## src/hba_ram.sv

```systemverilog
// hba_ram: generic single-write, single-read memory with registered read data
// depends on nothing; used for the allocator's word store

module hba_ram #(
  parameter int WIDTH = 8,
  parameter int DEPTH = 512
) (
  input  logic                     clk,
  input  logic                     we,
  input  logic [$clog2(DEPTH)-1:0] waddr,
  input  logic [WIDTH-1:0]         wdata,
  input  logic [$clog2(DEPTH)-1:0] raddr,
  output logic [WIDTH-1:0]         rdata
);

  logic [WIDTH-1:0] mem [DEPTH];

  always_ff @(posedge clk) begin
    if (we) begin
      mem[waddr] <= wdata;
    end
    rdata <= mem[raddr];
  end

endmodule

```

## config.mk

```make
export PLATFORM = sky130hd
export DESIGN_NAME = hba_ram
export DESIGN_NICKNAME = d
export VERILOG_FILES = /design/src/hba_ram.sv
export SDC_FILE = /design/constraint.sdc
export NUM_CORES = 2
export LEC_CHECK = 0
export ABC_CLOCK_PERIOD_IN_PS = 3250
export CAP_MARGIN = 20
export CORE_ASPECT_RATIO = 0.6
export CORE_MARGIN = 8
export CORE_UTILIZATION = 45
export CTS_CLUSTER_DIAMETER = 80
export CTS_CLUSTER_SIZE = 25
export DETAILED_ROUTE_END_ITERATION = 10
export DONT_BUFFER_PORTS = 1
export SETUP_SLACK_MARGIN = 0.3
export SYNTH_ARGS = -nofsm -noshare
export SYNTH_HDL_FRONTEND = slang
export SYNTH_SLANG_ARGS = --single-unit
export TNS_END_PERCENT = 30
```

## constraint.sdc

```tcl
create_clock -name clk -period 3.25 [get_ports clk]
set_input_delay 0.65 -clock clk [delete_from_list [all_inputs] [get_ports clk]]
set_output_delay 0.65 -clock clk [all_outputs]
set_load 0.05 [all_outputs]
```

### Word-level counts from Yosys, hierarchy flattened

Memory sizes are Yosys's and may differ from the RTL's. A register that Yosys moved wholly into a read port is not among the register bits.
Cells that the tools add are included.

| word-level totals | value |
|---|---|
| RAM bits | 4,096 |
| logic and storage cells | 3 |
| input bits | 28 |
| memories | 1 |
| register bits | 0 |

| operators by class | value |
|---|---|
| multiplexer cells | 2 |

Memory list:

| memory | depth | width | rd ports | clocked after memory_dff | write ports | line | text |
|---|---|---|---|---|---|---|---|
| mem | 512 | 8 | 1 | 1 | 1 | 16 | `logic [WIDTH-1:0] mem [DEPTH];` |

Operators by type and width:

| cell | count |
|---|---|
| $mux W1 | 2 |

### Logic depth before layout (Yosys ltp)

| logic depth | value |
|---|---|
| depth after elaboration | 2 |
| mapped depth | 12 |
| gate-level depth less buffers | 7 |

### Least setup slack after synthesis

No wires, ideal clock.

| timing | value |
|---|---|
| path type | input port to flip-flop |
| start point | in raddr[0] |
| end point | reg rdata[0], read port of mem |
| stages on the path | 10 |
| setup slack | 628 ps |
| buffers on the path | 4 |
| data required time | 3,132 ps |
| library setup time | 118 ps |
| data arrival time | 2,504 ps |
| cells stage by stage | buf_4 -> buf_12 -> buf_12 -> buf_2 -> mux4_2 -> o21ai_0 -> nand3_1 -> nand4_1 -> o21ai_0 -> o2111a_1 |

RTL lines:

| element | line | text |
|---|---|---|
| start, declared | 12 | `input logic [$clog2(DEPTH)-1:0] raddr,` |
| end, declared | 13 | `output logic [WIDTH-1:0] rdata` |

==> impl_metrics.env <==
export IMPL_h_tree_depth=4
export IMPL_relSlewSlack=-0.897
export IMPL_clock_sinks=4104
export IMPL_peakVddDrop_mv=0.494
export IMPL_die_area_mm2=0.375
export IMPL_synth_seq_cells=4104
export IMPL_synth_area_mux_share=0.142
export IMPL_drc=0
export IMPL_synth_top_family_by_area="multiplexers"
export IMPL_grt_overflow=0
export IMPL_finalCritPeriodShare=0.947
export IMPL_cpMostUsedCell="buf_16"
export IMPL_dr_pass1_iters=7
export IMPL_ant_nets=0
export IMPL_synth_compound_area_frac=0.0431
export IMPL_yosysTopAreaCellShare=0.769
export IMPL_routabilityCongestion=0.886
export IMPL_netlist_instances=8030
export IMPL_reg2reg_from="mem[159][0]"
export IMPL_powerDensity_mw_per_mm2=509
export IMPL_yosys_cell_types_count=51
export IMPL_cp_depth=13
export IMPL_finClkSkew_ns=0.0787
export IMPL_synth_flop_cell="edfxtp_1"
export IMPL_cts_path_max_buffers=4
export IMPL_drive_gt1_frac=0.233
export IMPL_synth_xor_area_frac=0
export IMPL_use_met1=0.379
export IMPL_cap_violations=0
export IMPL_grt_usage=0.236
export IMPL_yosys_area_top_type="edfxtp_1"
export IMPL_nets=8825
export IMPL_arrival_ns=3.93
export IMPL_initial_core_util=0.452
export IMPL_wl_per_cell_um=34.5
export IMPL_drt_initial_drc_count=14000
export IMPL_synth_edff_count=4096
export IMPL_netlist_area_mm2=0.160
export IMPL_worst_path_max_delay_cell="o22ai_1"
export IMPL_crit_fanout=92
export IMPL_routed_wl_um=466000
export IMPL_critPathKind="input pin to flip-flop"
export IMPL_synthSimpleGateAreaFrac=0.0263
export IMPL_cp_required_ns=4.10
export IMPL_grt_pass1_vias=81000
export IMPL_start_kind="input pin"
export IMPL_seq_area_frac_synth=0.770
export IMPL_layout_min_cycle_time_ns=3.08
export IMPL_cts_tree="done"
export IMPL_clkSlewWorstSetupHoldPaths_ns=0.11
export IMPL_clockRootBuffer="clkbuf_16"
export IMPL_fin_util=0.507
export IMPL_fp_row_count=169
export IMPL_vias=85700
export IMPL_async_reset_ff_frac=0
export IMPL_placed_area_mm2=0.171
export IMPL_hold_path_depth=1
export IMPL_synth_fp_nets=8058
export IMPL_tns_ns=0
export IMPL_worstHoldPathType="input pin to flip-flop"
export IMPL_status="finished with violations"
export IMPL_hpwl_um=261000
export IMPL_rsz0062_at_grt="true"
export IMPL_fin_area_mm2=0.179
export IMPL_grt_start_max_net_pins=623
export IMPL_min_delay_start="wdata[0]"
export IMPL_p_leak_nw=57.2
export IMPL_final_cell_mix="4096 x edfxtp_1, 933 x buf_4, 797 x mux2i_1, 654 x mux4_2, 596 x nor2_1"
export IMPL_cts_inserted_buffers=190
export IMPL_setup_viol=0
export IMPL_end_kind="flip-flop"
export IMPL_grt_met3_usage=0.0769
export IMPL_yosys_warnings=0
export IMPL_cp_top_family="buffers and inverters"
export IMPL_final_common_cell="edfxtp_1"
export IMPL_fmax_mhz=325
export IMPL_violations="slew limit"
export IMPL_crit_path_start="raddr[0]"
export IMPL_reg2reg_depth=8
export IMPL_numPortBuffers=0
export IMPL_worst_pin_slew_ns=2.85
export IMPL_use_met2=0.312
export IMPL_crit_chain="buf_16 -> buf_16 -> buf_16 -> buf_16 -> buf_16 -> mux2i_1 -> o221ai_1 -> o22ai_1 -> buf_4 -> a22oi_1 -> nand4_1 -> nand2_1 -> o2111a_1"
export IMPL_io_pins=36
export IMPL_die_w_um=786
export IMPL_top_usage_layer="met1"
export IMPL_antenna_found_initial=20
export IMPL_synthAdderAreaFrac=0
export IMPL_ys_top_cells_by_area="edfxtp_1 77%, mux4_2 9.2%, mux2i_1 5.0%, o221ai_1 2.0%, nor2_1 1.4%"
export IMPL_die_y_um=478
export IMPL_synthToLayoutAreaGrowth_pct=12.1
export IMPL_slowest_delay_ns=0.36
export IMPL_avgSynthCellArea_um2=19.9
export IMPL_drv_slew=633
export IMPL_clk_latency_ns=0.96
export IMPL_finalHoldViolations=0
export IMPL_coreArea_mm2=0.354
export IMPL_grt_pass1_wl_um=636000
export IMPL_crit_buf_inv=6
export IMPL_vias_per_cell=6.33
[kinds of logic after synthesis]
group / after synthesis
AOI/OAI and AO/OA: 979
muxes: 1451
and+or+nand+nor: 980
DFF: 4104
buffers and inverters: 516
[Yosys cell counts (57+ instances only)]
| library cell | count |
|---|---|
| nor2_1 | 597 |
| o221ai_1 | 371 |
| a22oi_1 | 61 |
| nand2_1 | 111 |
| buf_4 | 70 |
| mux2i_1 | 797 |
| o22ai_1 | 163 |
| mux4_2 | 654 |
| o21ai_0 | 118 |
| nor3_1 | 109 |
| a21oi_1 | 194 |
| buf_6 | 64 |
| edfxtp_1 | 4096 |
| clkbuf_1 | 265 |
| buf_2 | 57 |
[cell type report]
cell class	count	area, µm²
sequential	4104	123000
inverter	3	18.8
clock buffer	209	4890
antenna	7	17.5
clock inverter	8	119
timing repair buffer	1087	10600
tap	4702	5880
multi-input combinational	3411	34600
fill	28100	174000
[repair_timing]
item                                   4_1_cts  5_1_grt
pin swaps                                   24        2
cloned                                      28       18
setup endpoints to repair                    8        8
hold buffers                                 9        8
resized for setup                          116       13
setup buffers                               11       22
endpoints found under the hold margin      328      376
[power by group]
| part | internal (mW) | switching [mW] | total, mW |
|---|---|---|---|
| Sequential | 58.2 | 0.175 | 58.4 |
| Clock | 10.8 | 15.9 | 26.7 |
| Combinational | 2.21 | 3.82 | 6.03 |
| Total | 71.3 | 19.9 | 91.2 |
[through the flow]
stage | cells | power [mW] | worst slack [ns] | hold WS [ns]
6_report | 13500 | 91.2 | 0.172 | 0.0653
3_3_place_gp | 13200 | 64.0 | -3.99 | 0.837
3_5_place_dp | 13200 | 64.0 | -3.94 | 0.805
2_1_floorplan | 8030 | 62.3 | 0.628 | 0.749
5_1_grt | 13500 | 93.4 | 0.284 | 0.00927
4_1_cts | 13500 | 90.3 | 0.181 | 0.00432
[metal layers]
metal	wire (µm)	part of all wire
met2	189000	0.41
met1	203000	0.44
met4	8780	0.019
met3	64900	0.14
met5	13	0.000028
[path summary, 6_finish.rpt]
check                     to  slack (ns)
setup / recovery    rdata[6]        0.17
hold / removal    mem[43][0]        0.07
setup reg to reg    rdata[0]        0.47
hold reg to reg     rdata[3]        1.14
[state kept, by name, summed over array words and instances (netlist names)]
register  flops
mem        4096
rdata         8
(Power assumes the default switching activity.)
